===== src/rtl/pmsc_pkg.sv =====
// ----------------------------------------------------------------------------
// pmsc_pkg
// Shared widths, constants, types and helpers of the modulo step counter.
// ----------------------------------------------------------------------------
package pmsc_pkg;

	localparam int CHANNELS_DEF = 16;

	// serial multiplier: A x B, one bit of B per cycle
	localparam int MUL_A_W = 15;
	localparam int MUL_B_W = 14;
	localparam int MUL_P_W = MUL_A_W + MUL_B_W;

	// serial divider: N / D, one quotient bit per cycle
	localparam int DIV_N_W = 25;
	localparam int DIV_D_W = 14;

	localparam int STEP_W  = 10;
	localparam int MV_W    = 15;
	localparam int LEVEL_W = 20;

	localparam logic signed [MV_W-1:0] GATE_HI = 15'sd2000;
	localparam logic signed [MV_W-1:0] GATE_LO = 15'sd100;

	localparam logic [DIV_D_W-1:0] SCALE_REL_DIV  = 14'd10000;
	localparam logic [DIV_D_W-1:0] SCALE_ABS_DIV  = 14'd1000;
	localparam logic [MUL_B_W-1:0] LVL_PER_STEP   = 14'd500;
	localparam logic [MUL_B_W-1:0] LVL_FULL_SCALE = 14'd10000;

	// register map, word index
	localparam logic [1:0] REG_STEPS_COUNT   = 2'd0;
	localparam logic [1:0] REG_HALF_STEP     = 2'd1;
	localparam logic [1:0] REG_SCALE_REL     = 2'd2;
	localparam logic [1:0] REG_OUT_PER_STEP  = 2'd3;

	localparam logic [STEP_W-1:0] STEPS_RESET = 10'd10;

	typedef struct packed {
		logic [STEP_W-1:0] step;
		logic              rst_armed;
		logic              inc_armed;
		logic              dec_armed;
	} chan_state_t;

	typedef struct packed {
		logic fire;
		logic armed;
	} gate_t;

	// hysteresis gate, fires on the arming edge
	function automatic gate_t schmitt(input logic armed, input logic signed [MV_W-1:0] mv);
		gate_t g;
		g.fire  = 1'b0;
		g.armed = armed;
		if (armed) begin
			if (mv <= GATE_LO) g.armed = 1'b0;
		end else if (mv >= GATE_HI) begin
			g.armed = 1'b1;
			g.fire  = 1'b1;
		end
		return g;
	endfunction

endpackage


===== src/rtl/pmsc_serial_mul.sv =====
// ----------------------------------------------------------------------------
// pmsc_serial_mul
// Shift-add multiplier, one multiplier bit per cycle.
// ----------------------------------------------------------------------------
module pmsc_serial_mul (
	input  logic                             clk,
	input  logic                             arst_n,
	input  logic                             start,
	input  logic [pmsc_pkg::MUL_A_W-1:0]     op_a,
	input  logic [pmsc_pkg::MUL_B_W-1:0]     op_b,
	output logic                             done,
	output logic [pmsc_pkg::MUL_P_W-1:0]     product
);
	localparam int CNT_W = $clog2(pmsc_pkg::MUL_B_W);

	logic [pmsc_pkg::MUL_P_W-1:0] acc_q;
	logic [pmsc_pkg::MUL_P_W-1:0] mc_q;
	logic [pmsc_pkg::MUL_B_W-1:0] mp_q;
	logic [CNT_W-1:0]             cnt_q;
	logic                         busy_q;
	logic                         done_q;

	always_ff @(posedge clk or negedge arst_n) begin
		if (!arst_n) begin
			busy_q <= 1'b0;
			done_q <= 1'b0;
			cnt_q  <= '0;
		end else begin
			done_q <= 1'b0;
			if (start) begin
				busy_q <= 1'b1;
				cnt_q  <= '0;
			end else if (busy_q) begin
				cnt_q <= cnt_q + 1'b1;
				if (cnt_q == CNT_W'(pmsc_pkg::MUL_B_W - 1)) begin
					busy_q <= 1'b0;
					done_q <= 1'b1;
				end
			end
		end
	end

	always_ff @(posedge clk) begin
		if (start) begin
			acc_q <= '0;
			mc_q  <= pmsc_pkg::MUL_P_W'(op_a);
			mp_q  <= op_b;
		end else if (busy_q) begin
			if (mp_q[0]) acc_q <= acc_q + mc_q;
			mc_q <= {mc_q[pmsc_pkg::MUL_P_W-2:0], 1'b0};
			mp_q <= {1'b0, mp_q[pmsc_pkg::MUL_B_W-1:1]};
		end
	end

	assign done    = done_q;
	assign product = acc_q;

endmodule


===== src/rtl/pmsc_serial_div.sv =====
// ----------------------------------------------------------------------------
// pmsc_serial_div
// Restoring divider, one quotient bit per cycle, quotient and remainder.
// ----------------------------------------------------------------------------
module pmsc_serial_div (
	input  logic                             clk,
	input  logic                             arst_n,
	input  logic                             start,
	input  logic [pmsc_pkg::DIV_N_W-1:0]     dividend,
	input  logic [pmsc_pkg::DIV_D_W-1:0]     divisor,
	output logic                             done,
	output logic [pmsc_pkg::DIV_N_W-1:0]     quotient,
	output logic [pmsc_pkg::DIV_D_W-1:0]     remainder
);
	localparam int CNT_W = $clog2(pmsc_pkg::DIV_N_W);
	localparam int DW    = pmsc_pkg::DIV_D_W;
	localparam int NW    = pmsc_pkg::DIV_N_W;

	logic [NW-1:0]    quo_q;
	logic [DW-1:0]    rem_q;
	logic [DW-1:0]    dvs_q;
	logic [CNT_W-1:0] cnt_q;
	logic             busy_q;
	logic             done_q;
	logic [DW:0]      shifted;
	logic [DW+1:0]    diff;

	always_ff @(posedge clk or negedge arst_n) begin
		if (!arst_n) begin
			busy_q <= 1'b0;
			done_q <= 1'b0;
			cnt_q  <= '0;
		end else begin
			done_q <= 1'b0;
			if (start) begin
				busy_q <= 1'b1;
				cnt_q  <= '0;
			end else if (busy_q) begin
				cnt_q <= cnt_q + 1'b1;
				if (cnt_q == CNT_W'(NW - 1)) begin
					busy_q <= 1'b0;
					done_q <= 1'b1;
				end
			end
		end
	end

	assign shifted = {rem_q, quo_q[NW-1]};
	assign diff    = {1'b0, shifted} - {2'b00, dvs_q};

	// dividend bits leave at the top of quo_q while quotient bits enter at the bottom
	always_ff @(posedge clk) begin
		if (start) begin
			quo_q <= dividend;
			rem_q <= '0;
			dvs_q <= divisor;
		end else if (busy_q) begin
			if (!diff[DW+1]) begin
				rem_q <= diff[DW-1:0];
				quo_q <= {quo_q[NW-2:0], 1'b1};
			end else begin
				rem_q <= shifted[DW-1:0];
				quo_q <= {quo_q[NW-2:0], 1'b0};
			end
		end
	end

	assign done      = done_q;
	assign quotient  = quo_q;
	assign remainder = rem_q;

endmodule


===== src/rtl/pmsc_chan_store.sv =====
// ----------------------------------------------------------------------------
// pmsc_chan_store
// Per-channel step and gate state, one read and one write port.
// ----------------------------------------------------------------------------
module pmsc_chan_store #(
	parameter int CHANNELS = pmsc_pkg::CHANNELS_DEF,
	localparam int IW = (CHANNELS > 1) ? $clog2(CHANNELS) : 1
) (
	input  logic                  clk,
	input  logic                  arst_n,
	input  logic                  rd_en,
	input  logic [IW-1:0]         rd_idx,
	output pmsc_pkg::chan_state_t rd_word,
	input  logic                  wr_en,
	input  logic [IW-1:0]         wr_idx,
	input  pmsc_pkg::chan_state_t wr_word
);
	pmsc_pkg::chan_state_t mem [CHANNELS];
	pmsc_pkg::chan_state_t rd_q;
	logic [CHANNELS-1:0]   valid_q;
	logic                  rd_valid_q;

	always_ff @(posedge clk) begin
		if (wr_en) mem[wr_idx] <= wr_word;
		if (rd_en) rd_q <= mem[rd_idx];
	end

	// unwritten entries read as the reset state
	always_ff @(posedge clk or negedge arst_n) begin
		if (!arst_n) begin
			valid_q    <= '0;
			rd_valid_q <= 1'b0;
		end else begin
			if (wr_en) valid_q[wr_idx] <= 1'b1;
			if (rd_en) rd_valid_q <= valid_q[rd_idx];
		end
	end

	assign rd_word = rd_valid_q ? rd_q : '0;

endmodule


===== src/rtl/poly_modulo_step_counter_unit.sv =====
// ----------------------------------------------------------------------------
// poly_modulo_step_counter_unit
// Per-channel up/down step counter with modulo wrap and level output.
// ----------------------------------------------------------------------------
// Sequence from input request to result valid: one store read, up to two serial
// multiplier runs and three serial divider runs, plus the sum, the level setup
// and the output write.
// Flow: one request at a time; the next is taken once the result is in the
// output register, which holds it while the sink stalls.
// Reset: steps_count 10, relative scale 1, others 0; all channel state zero.
module poly_modulo_step_counter_unit #(
	parameter int CHANNELS = pmsc_pkg::CHANNELS_DEF
) (
	input  logic        clk,
	input  logic        arst_n,
	// channel[3:0], reset_mv[18:4], increment_mv[33:19], decrement_mv[48:34],
	// scale_mv[63:49]
	input  logic        s_axis_tvalid,
	output logic        s_axis_tready,
	input  logic [63:0] s_axis_tdata,
	// scale_present[0]
	input  logic        s_axis_tuser,
	// out_channel[3:0], step_index[13:4], step_size[28:14], level_mv[48:29],
	// zero[55:49]
	output logic        m_axis_tvalid,
	input  logic        m_axis_tready,
	output logic [55:0] m_axis_tdata,
	input  logic        psel,
	input  logic        penable,
	input  logic        pwrite,
	input  logic [3:0]  paddr,
	input  logic [31:0] pwdata,
	output logic [31:0] prdata,
	output logic        pready
);
	localparam int IW = (CHANNELS > 1) ? $clog2(CHANNELS) : 1;
	localparam int SW = pmsc_pkg::STEP_W;
	localparam int MW = pmsc_pkg::MV_W;

	localparam logic [3:0] ST_IDLE   = 4'd0;
	localparam logic [3:0] ST_READ   = 4'd1;
	localparam logic [3:0] ST_SZ_MUL = 4'd2;
	localparam logic [3:0] ST_SZ_DIV = 4'd3;
	localparam logic [3:0] ST_SUM    = 4'd4;
	localparam logic [3:0] ST_MOD    = 4'd5;
	localparam logic [3:0] ST_LEVEL  = 4'd6;
	localparam logic [3:0] ST_LV_MUL = 4'd7;
	localparam logic [3:0] ST_LV_DIV = 4'd8;
	localparam logic [3:0] ST_FINISH = 4'd9;

	// configuration
	logic [SW-1:0] steps_count_q;
	logic          half_step_q;
	logic          scale_rel_q;
	logic          per_step_q;
	logic          cfg_wr;

	// request payload
	logic [3:0]           chan_q;
	logic [IW-1:0]        idx_q;
	logic signed [MW-1:0] rst_mv_q;
	logic signed [MW-1:0] inc_mv_q;
	logic signed [MW-1:0] dec_mv_q;
	logic signed [MW-1:0] scl_mv_q;
	logic                 present_q;

	// working state
	logic [3:0]           state_q;
	logic [SW-1:0]        n_q;
	logic [SW-1:0]        step_q;
	logic signed [MW-1:0] size_q;
	logic                 scl_neg_q;
	logic                 sum_neg_q;
	logic                 fr_q, fi_q, fd_q;
	logic [2:0]           arm_q;
	logic [pmsc_pkg::LEVEL_W-1:0] level_q;

	// output register
	logic        m_tvalid_q;
	logic [55:0] m_tdata_q;
	logic        out_free;

	// channel store
	logic [IW-1:0]         idx_lut [16];
	logic                  st_rd_en;
	pmsc_pkg::chan_state_t st_rd_word;
	logic                  st_wr_en;
	pmsc_pkg::chan_state_t st_wr_word;

	// arithmetic units
	logic                              mul_go_q;
	logic [pmsc_pkg::MUL_A_W-1:0]      mul_a_q;
	logic [pmsc_pkg::MUL_B_W-1:0]      mul_b_q;
	logic                              mul_done;
	logic [pmsc_pkg::MUL_P_W-1:0]      mul_p;
	logic                              div_go_q;
	logic [pmsc_pkg::DIV_N_W-1:0]      div_n_q;
	logic [pmsc_pkg::DIV_D_W-1:0]      div_d_q;
	logic                              div_done;
	logic [pmsc_pkg::DIV_N_W-1:0]      div_q;
	logic [pmsc_pkg::DIV_D_W-1:0]      div_r;

	// combinational helpers
	pmsc_pkg::gate_t      g_rst, g_inc, g_dec;
	logic [SW-1:0]        n_eff;
	logic [MW-1:0]        scl_mag;
	logic [MW-1:0]        size_mag;
	logic signed [15:0]   size_ext;
	logic signed [15:0]   delta;
	logic signed [15:0]   sum;
	logic [15:0]          sum_mag;
	logic [SW-1:0]        rem_s;
	logic [SW:0]          twice;

	// ---------------- configuration port ----------------
	assign pready = 1'b1;
	assign cfg_wr = psel && penable && pwrite && pready;

	always_ff @(posedge clk or negedge arst_n) begin
		if (!arst_n) begin
			steps_count_q <= pmsc_pkg::STEPS_RESET;
			half_step_q   <= 1'b0;
			scale_rel_q   <= 1'b1;
			per_step_q    <= 1'b0;
		end else if (cfg_wr) begin
			unique case (paddr[3:2])
				pmsc_pkg::REG_STEPS_COUNT:  steps_count_q <= pwdata[SW-1:0];
				pmsc_pkg::REG_HALF_STEP:    half_step_q   <= pwdata[0];
				pmsc_pkg::REG_SCALE_REL:    scale_rel_q   <= pwdata[0];
				pmsc_pkg::REG_OUT_PER_STEP: per_step_q    <= pwdata[0];
				default: ;
			endcase
		end
	end

	always_comb begin
		unique case (paddr[3:2])
			pmsc_pkg::REG_STEPS_COUNT:  prdata = 32'(steps_count_q);
			pmsc_pkg::REG_HALF_STEP:    prdata = 32'(half_step_q);
			pmsc_pkg::REG_SCALE_REL:    prdata = 32'(scale_rel_q);
			pmsc_pkg::REG_OUT_PER_STEP: prdata = 32'(per_step_q);
			default:                    prdata = '0;
		endcase
	end

	// ---------------- channel store ----------------
	for (genvar g = 0; g < 16; g++) begin : g_idx
		assign idx_lut[g] = IW'(g % CHANNELS);
	end

	assign s_axis_tready = (state_q == ST_IDLE);
	assign st_rd_en      = s_axis_tvalid && s_axis_tready;
	assign out_free      = !m_tvalid_q || m_axis_tready;
	assign st_wr_en      = (state_q == ST_FINISH) && out_free;

	assign st_wr_word.step      = step_q;
	assign st_wr_word.rst_armed = arm_q[2];
	assign st_wr_word.inc_armed = arm_q[1];
	assign st_wr_word.dec_armed = arm_q[0];

	pmsc_chan_store #(
		.CHANNELS (CHANNELS)
	) u_store (
		.clk     (clk),
		.arst_n  (arst_n),
		.rd_en   (st_rd_en),
		.rd_idx  (idx_lut[s_axis_tdata[3:0]]),
		.rd_word (st_rd_word),
		.wr_en   (st_wr_en),
		.wr_idx  (idx_q),
		.wr_word (st_wr_word)
	);

	pmsc_serial_mul u_mul (
		.clk     (clk),
		.arst_n  (arst_n),
		.start   (mul_go_q),
		.op_a    (mul_a_q),
		.op_b    (mul_b_q),
		.done    (mul_done),
		.product (mul_p)
	);

	pmsc_serial_div u_div (
		.clk       (clk),
		.arst_n    (arst_n),
		.start     (div_go_q),
		.dividend  (div_n_q),
		.divisor   (div_d_q),
		.done      (div_done),
		.quotient  (div_q),
		.remainder (div_r)
	);

	// ---------------- datapath helpers ----------------
	assign g_rst   = pmsc_pkg::schmitt(st_rd_word.rst_armed, rst_mv_q);
	assign g_inc   = pmsc_pkg::schmitt(st_rd_word.inc_armed, inc_mv_q);
	assign g_dec   = pmsc_pkg::schmitt(st_rd_word.dec_armed, dec_mv_q);
	assign n_eff   = (steps_count_q == '0) ? SW'(1) : steps_count_q;
	assign scl_mag = scl_mv_q[MW-1] ? (~scl_mv_q + 1'b1) : scl_mv_q;
	assign size_mag = div_q[MW-1:0];

	assign size_ext = {size_q[MW-1], size_q};

	always_comb begin
		if (fi_q && !fd_q)      delta = size_ext;
		else if (fd_q && !fi_q) delta = -size_ext;
		else                    delta = '0;
	end

	assign sum     = $signed({6'b0, step_q}) + delta;
	assign sum_mag = sum[15] ? 16'(-sum) : 16'(sum);
	assign rem_s   = div_r[SW-1:0];
	assign twice   = {step_q, half_step_q};

	// ---------------- sequencer ----------------
	always_ff @(posedge clk or negedge arst_n) begin
		if (!arst_n) begin
			state_q  <= ST_IDLE;
			mul_go_q <= 1'b0;
			div_go_q <= 1'b0;
		end else begin
			mul_go_q <= 1'b0;
			div_go_q <= 1'b0;
			unique case (state_q)
				ST_IDLE: begin
					if (st_rd_en) state_q <= ST_READ;
				end
				ST_READ: begin
					if (!present_q) begin
						state_q <= ST_SUM;
					end else if (scale_rel_q) begin
						mul_go_q <= 1'b1;
						state_q  <= ST_SZ_MUL;
					end else begin
						div_go_q <= 1'b1;
						state_q  <= ST_SZ_DIV;
					end
				end
				ST_SZ_MUL: begin
					if (mul_done) begin
						div_go_q <= 1'b1;
						state_q  <= ST_SZ_DIV;
					end
				end
				ST_SZ_DIV: begin
					if (div_done) state_q <= ST_SUM;
				end
				ST_SUM: begin
					if (fr_q) begin
						state_q <= ST_LEVEL;
					end else begin
						div_go_q <= 1'b1;
						state_q  <= ST_MOD;
					end
				end
				ST_MOD: begin
					if (div_done) state_q <= ST_LEVEL;
				end
				ST_LEVEL: begin
					mul_go_q <= 1'b1;
					state_q  <= ST_LV_MUL;
				end
				ST_LV_MUL: begin
					if (mul_done) begin
						if (per_step_q) begin
							state_q <= ST_FINISH;
						end else begin
							div_go_q <= 1'b1;
							state_q  <= ST_LV_DIV;
						end
					end
				end
				ST_LV_DIV: begin
					if (div_done) state_q <= ST_FINISH;
				end
				ST_FINISH: begin
					if (out_free) state_q <= ST_IDLE;
				end
				default: state_q <= ST_IDLE;
			endcase
		end
	end

	// payload and operand registers
	always_ff @(posedge clk) begin
		case (state_q)
			ST_IDLE: begin
				if (st_rd_en) begin
					chan_q    <= s_axis_tdata[3:0];
					idx_q     <= idx_lut[s_axis_tdata[3:0]];
					rst_mv_q  <= s_axis_tdata[18:4];
					inc_mv_q  <= s_axis_tdata[33:19];
					dec_mv_q  <= s_axis_tdata[48:34];
					scl_mv_q  <= s_axis_tdata[63:49];
					present_q <= s_axis_tuser;
				end
			end
			ST_READ: begin
				fr_q      <= g_rst.fire;
				fi_q      <= g_inc.fire;
				fd_q      <= g_dec.fire;
				arm_q     <= {g_rst.armed, g_inc.armed, g_dec.armed};
				step_q    <= st_rd_word.step;
				n_q       <= n_eff;
				scl_neg_q <= scl_mv_q[MW-1];
				size_q    <= MW'(1);
				mul_a_q   <= scl_mag;
				mul_b_q   <= pmsc_pkg::MUL_B_W'(n_eff);
				div_n_q   <= pmsc_pkg::DIV_N_W'(scl_mag);
				div_d_q   <= pmsc_pkg::SCALE_ABS_DIV;
			end
			ST_SZ_MUL: begin
				if (mul_done) begin
					div_n_q <= mul_p[pmsc_pkg::DIV_N_W-1:0];
					div_d_q <= pmsc_pkg::SCALE_REL_DIV;
				end
			end
			ST_SZ_DIV: begin
				if (div_done) size_q <= scl_neg_q ? MW'(-size_mag) : size_mag;
			end
			ST_SUM: begin
				sum_neg_q <= sum[15];
				div_n_q   <= pmsc_pkg::DIV_N_W'(sum_mag);
				div_d_q   <= pmsc_pkg::DIV_D_W'(n_q);
				if (fr_q) step_q <= '0;
			end
			ST_MOD: begin
				// C remainder follows the dividend's sign; fold into 0..n-1
				if (div_done) step_q <= (sum_neg_q && rem_s != '0) ? n_q - rem_s : rem_s;
			end
			ST_LEVEL: begin
				mul_a_q <= pmsc_pkg::MUL_A_W'(twice);
				mul_b_q <= per_step_q ? pmsc_pkg::LVL_PER_STEP : pmsc_pkg::LVL_FULL_SCALE;
			end
			ST_LV_MUL: begin
				if (mul_done) begin
					level_q <= mul_p[pmsc_pkg::LEVEL_W-1:0];
					div_n_q <= mul_p[pmsc_pkg::DIV_N_W-1:0];
					div_d_q <= pmsc_pkg::DIV_D_W'({n_q, 1'b0});
				end
			end
			ST_LV_DIV: begin
				if (div_done) level_q <= div_q[pmsc_pkg::LEVEL_W-1:0];
			end
			default: ;
		endcase
	end

	// ---------------- output register ----------------
	always_ff @(posedge clk or negedge arst_n) begin
		if (!arst_n) begin
			m_tvalid_q <= 1'b0;
		end else if (st_wr_en) begin
			m_tvalid_q <= 1'b1;
		end else if (m_axis_tready) begin
			m_tvalid_q <= 1'b0;
		end
	end

	always_ff @(posedge clk) begin
		if (st_wr_en) m_tdata_q <= {7'b0, level_q, size_q, step_q, chan_q};
	end

	assign m_axis_tvalid = m_tvalid_q;
	assign m_axis_tdata  = m_tdata_q;

	// ---------------- assertions ----------------
	a_accept_reads: assert property (@(posedge clk) disable iff (!arst_n)
		(s_axis_tvalid && s_axis_tready) |=> (state_q == ST_READ))
		else $error("accepted request did not start a store read");

	a_step_wrapped: assert property (@(posedge clk) disable iff (!arst_n)
		st_wr_en |-> (step_q < n_q))
		else $error("stored step not below step count");

	a_result_shown: assert property (@(posedge clk) disable iff (!arst_n)
		st_wr_en |=> m_axis_tvalid)
		else $error("finished request not presented on output");

endmodule

===== config.mk =====
export PLATFORM = sky130hd
export DESIGN_NAME = poly_modulo_step_counter_unit
export DESIGN_NICKNAME = d
export VERILOG_FILES = /design/src/rtl/pmsc_pkg.sv /design/src/rtl/pmsc_serial_mul.sv /design/src/rtl/pmsc_serial_div.sv /design/src/rtl/pmsc_chan_store.sv /design/src/rtl/poly_modulo_step_counter_unit.sv
export SDC_FILE = /design/constraint.sdc
export NUM_CORES = 1
export LEC_CHECK = 0
export BUFFER_PORTS_ARGS = -buffer_cell sky130_fd_sc_hd__buf_4
export CAP_MARGIN = 20
export CORE_ASPECT_RATIO = 2
export CORE_UTILIZATION = 60
export DETAILED_ROUTE_END_ITERATION = 7
export PLACE_DENSITY_LB_ADDON = 0.1
export SLEW_MARGIN = 15
export SYNTH_ARGS = -nofsm -noshare
export SYNTH_HDL_FRONTEND = slang
export SYNTH_SLANG_ARGS = --single-unit

===== constraint.sdc =====
create_clock -name clk -period 5.35 [get_ports clk]
set_input_delay 0.8025 -clock clk [delete_from_list [all_inputs] [get_ports clk]]
set_output_delay 0.8025 -clock clk [all_outputs]
set_load 0.02 [all_outputs]

==> results.tsv <==
metric	value	unit
rows	111	
syn_inst	1995	
clk_latency	610	ps
multiInputGateArea	9380	um^2
grt_usage	28.6	%
relSlewSlack	20.7	%
worst_setup_path_end_kind	flip-flop	
dpl.hpwl	47200	um
p_per_area	540	nW/um^2
cts_tree	yes	
synthMuxAreaShare	9.65	%
synth_cell_types	83	
crit_type	reg2reg	
synth_area_per_cell	14.1	um^2
finalSetupViolCount	0	
routedWlPerCell	23.8	um
yosysTopAreaCellShare	56.4	%
synth_common_cells	edfxtp_1, nand2_1, nor2_1	
nFillCells	3161	
viasPerCell	6.10	
drive_gt1_share	21.5	%
clock-sinks	626	
p_leak	11.7	nW
grt_pass1_wl	99500	um
ys_async_sr_fraction	7.99	%
ys_ff_latch	626	
synth_compound_area_share	7.70	%
die-width	155	um
synth-main-ff-cell	edfxtp_1	
final_hold_viol_count	0	
final-max-slew-violation-count	0	
yosys-top-cells-area	edfxtp_1, mux4_2, dfrtp_1	
io_buffers	144	
cpPeakStageDelay	540	ps
synth_fa_ha_area_share	3.14	%
worst_pin_slew	1190	ps
rsz0062_at_grt	false	
p_comb_share	31.2	%
die_h	308	um
clock_skew	15.4	ps
cts.htree.levels	2	
crit_chain	inv_1, ha_1, or4b_4, o21ai_0, o21ai_0, ha_1, nand3_1, nor4_1, o31ai_1, a21oi_2, nand2b_1, o31ai_4, a21oi_1, xnor2_1, o221ai_1	
drc_errors	0	
drt_first_iter_violations	1049	
io_pins	199	
synth.cell_area	28100	um^2
floorplan.initialDensity	61.0	%
clkPwrFrac	22.9	%
cts_hold_buf	0	
synth_edf_count	527	
hold_path_class	in2async	
drtPass1Iterations	6	
critPathArrivalTime	4990	ps
synth_top_area_cell	edfxtp_1	
cp_max_fo	13	
slowest_stage	or4b_4	
die-area	47700	um^2
crit_buf_inv	1	
dp_cells	2692	
post-synth-top-count-cell	edfxtp_1	
syn_to_final_growth	12.3	%
cp_top_family	compound AO/OA/AOI/OAI gates	
netSwitchingFraction	34.8	%
numCtsBuffers	52	
fmax	214	MHz
period_share	87.2	%
root_buffer	clkbuf_16	
synth_xor_xnor_area_share	2.93	%
yosysSeqAreaShare	64.4	%
yosys_warnings	0	
max_cap_viol_count	0	
cts_buffer_depth	3	
cts_resized	0	
post-cts-setup-buffer-count	0	
setup_tns	0	ps
p_seq_share	45.8	%
drtAntennaViolNets	0	
grt_start_max_net_pins	55	
synth_top_family_by_area	multiplexers	
finalNetCount	2305	
seqCellArea	18100	um^2
startpoint_type	flip-flop	
grt_pass1_vias	17200	
worstPathRequired	5670	ps
vias	17000	
intPower	11.1	mW
final_cells	2794	
finalWeightedCongestion	0.903	
grt.overflow.total	0	
status	completed	
yosys.area_share.simple	9.26	%
grt_antenna_before_repair	0	
p_switching	5.91	mW
core_area	46000	um^2
irDropWorstVdd	0.000357	V
wirelength	66500	um
clkTransAtPathRegs	70	ps
post-route-min-period	4670	ps
## cell usage in the layout, fill, tap and decap left out, drive strengths merged, types with 26 or more instances in the layout
cell type	count
mux2	79
nor3	37
o21ai	69
and2	27
nor2	136
a21o	28
nand2	149
clkbuf	68
dfxtp	49
conb	30
or2	26
buf	169
edfxtp	527
xnor2	44
mux4	71
inv	73
dfrtp	47
a21oi	78
nand3	29
ha	64
xor2	49
## layout make-up
class / count / area share [%]
multi-input cells: 1210 / 29.8
diodes: 1 / 0.00794
clock buffers: 68 / 4.48
flip-flops and latches: 626 / 57.3
clock inverters: 29 / 1.02
repair buffers: 169 / 4.11
inverters: 70 / 0.834
well taps: 621 / 2.47
## sequential cells by signal, indices dropped and copies added, names as in the netlist, 13 cells and up
name / count
u_store.valid_q: 16
level_q: 20
u_mul.mc_q: 25
rst_mv_q: 15
scl_mv_q: 15
u_store.rd_q: 13
u_div.remainder: 14
u_div.quotient: 25
m_axis_tdata: 49
div_n_q: 25
mul_a_q: 15
size_q: 15
u_store.mem: 208
u_mul.mp_q: 14
inc_mv_q: 15
u_mul.product: 25
dec_mv_q: 15
## logic make-up (layout without fill, tap and decap cells)
family | after synthesis | after routing
AND/OR/NAND/NOR | 528 | 528
multiplexers | 172 | 172
adder cells (fa/ha/maj) | 68 | 68
AO/OA/AOI/OAI | 319 | 319
other | 2 | 31
buffers and inverters | 187 | 336
XOR/XNOR | 93 | 93
flip-flops | 626 | 626
## metal layers
layer  vias to the layer above  share of wire, %  track usage (%)
met4                         0               6.9             18.8
met5                         -                 0                0
met3                       196               5.0             3.19
li1                       7761                 -                -
met2                       638                55             52.6
met1                      8444                34             30.8
## per-stage QoR
step | hold WS, ps | setup slack [ps] | power [mW] | instance area (um^2) | utilization, %
after floorplan | 400 | 897 | 11.5 | 28200 | -
after global placement | 400 | 762 | 13.0 | 29700 | 64.7
after detailed placement | 405 | 730 | 13.2 | 29700 | 64.7
after CTS | 281 | 716 | 17.1 | 31500 | 68.4
after global routing | 319 | 353 | 17.9 | 31500 | 68.6
final | 262 | 684 | 17.0 | 31500 | 68.6
## final timing paths
path                       slack (ps)                     from  cells after the start                    endpoint
hold reg to reg                   410     div_d_q[4]$_DFFE_PP_                      0    u_div.dvs_q[4]$_DFFE_PP_
setup / recovery                  680  size_q[0]$_SDFFCE_PN1P_                     15       div_n_q[10]$_DFFE_PP_
hold / removal                    260                   arst_n                      1  u_mul.cnt_q[2]$_DFFE_PN0P_
min in group clk                  370         s_axis_tdata[33]                      1      inc_mv_q[14]$_DFFE_PP_
setup reg to reg                  680  size_q[0]$_SDFFCE_PN1P_                     15       div_n_q[10]$_DFFE_PP_
max in group asynchronous        4420                   arst_n                      1          mul_go_q$_DFF_PN0_
## power by group through the flow
stage / clock (mW) / sequential, mW / combinational, mW
after floorplan: 0 / 7.34 / 4.11
after global placement: 0 / 7.83 / 5.13
after detailed placement: 0 / 7.88 / 5.28
after CTS: 3.96 / 7.78 / 5.32
after global routing: 4.12 / 7.91 / 5.85
final: 3.90 / 7.80 / 5.31
(Power assumes the default switching activity.)
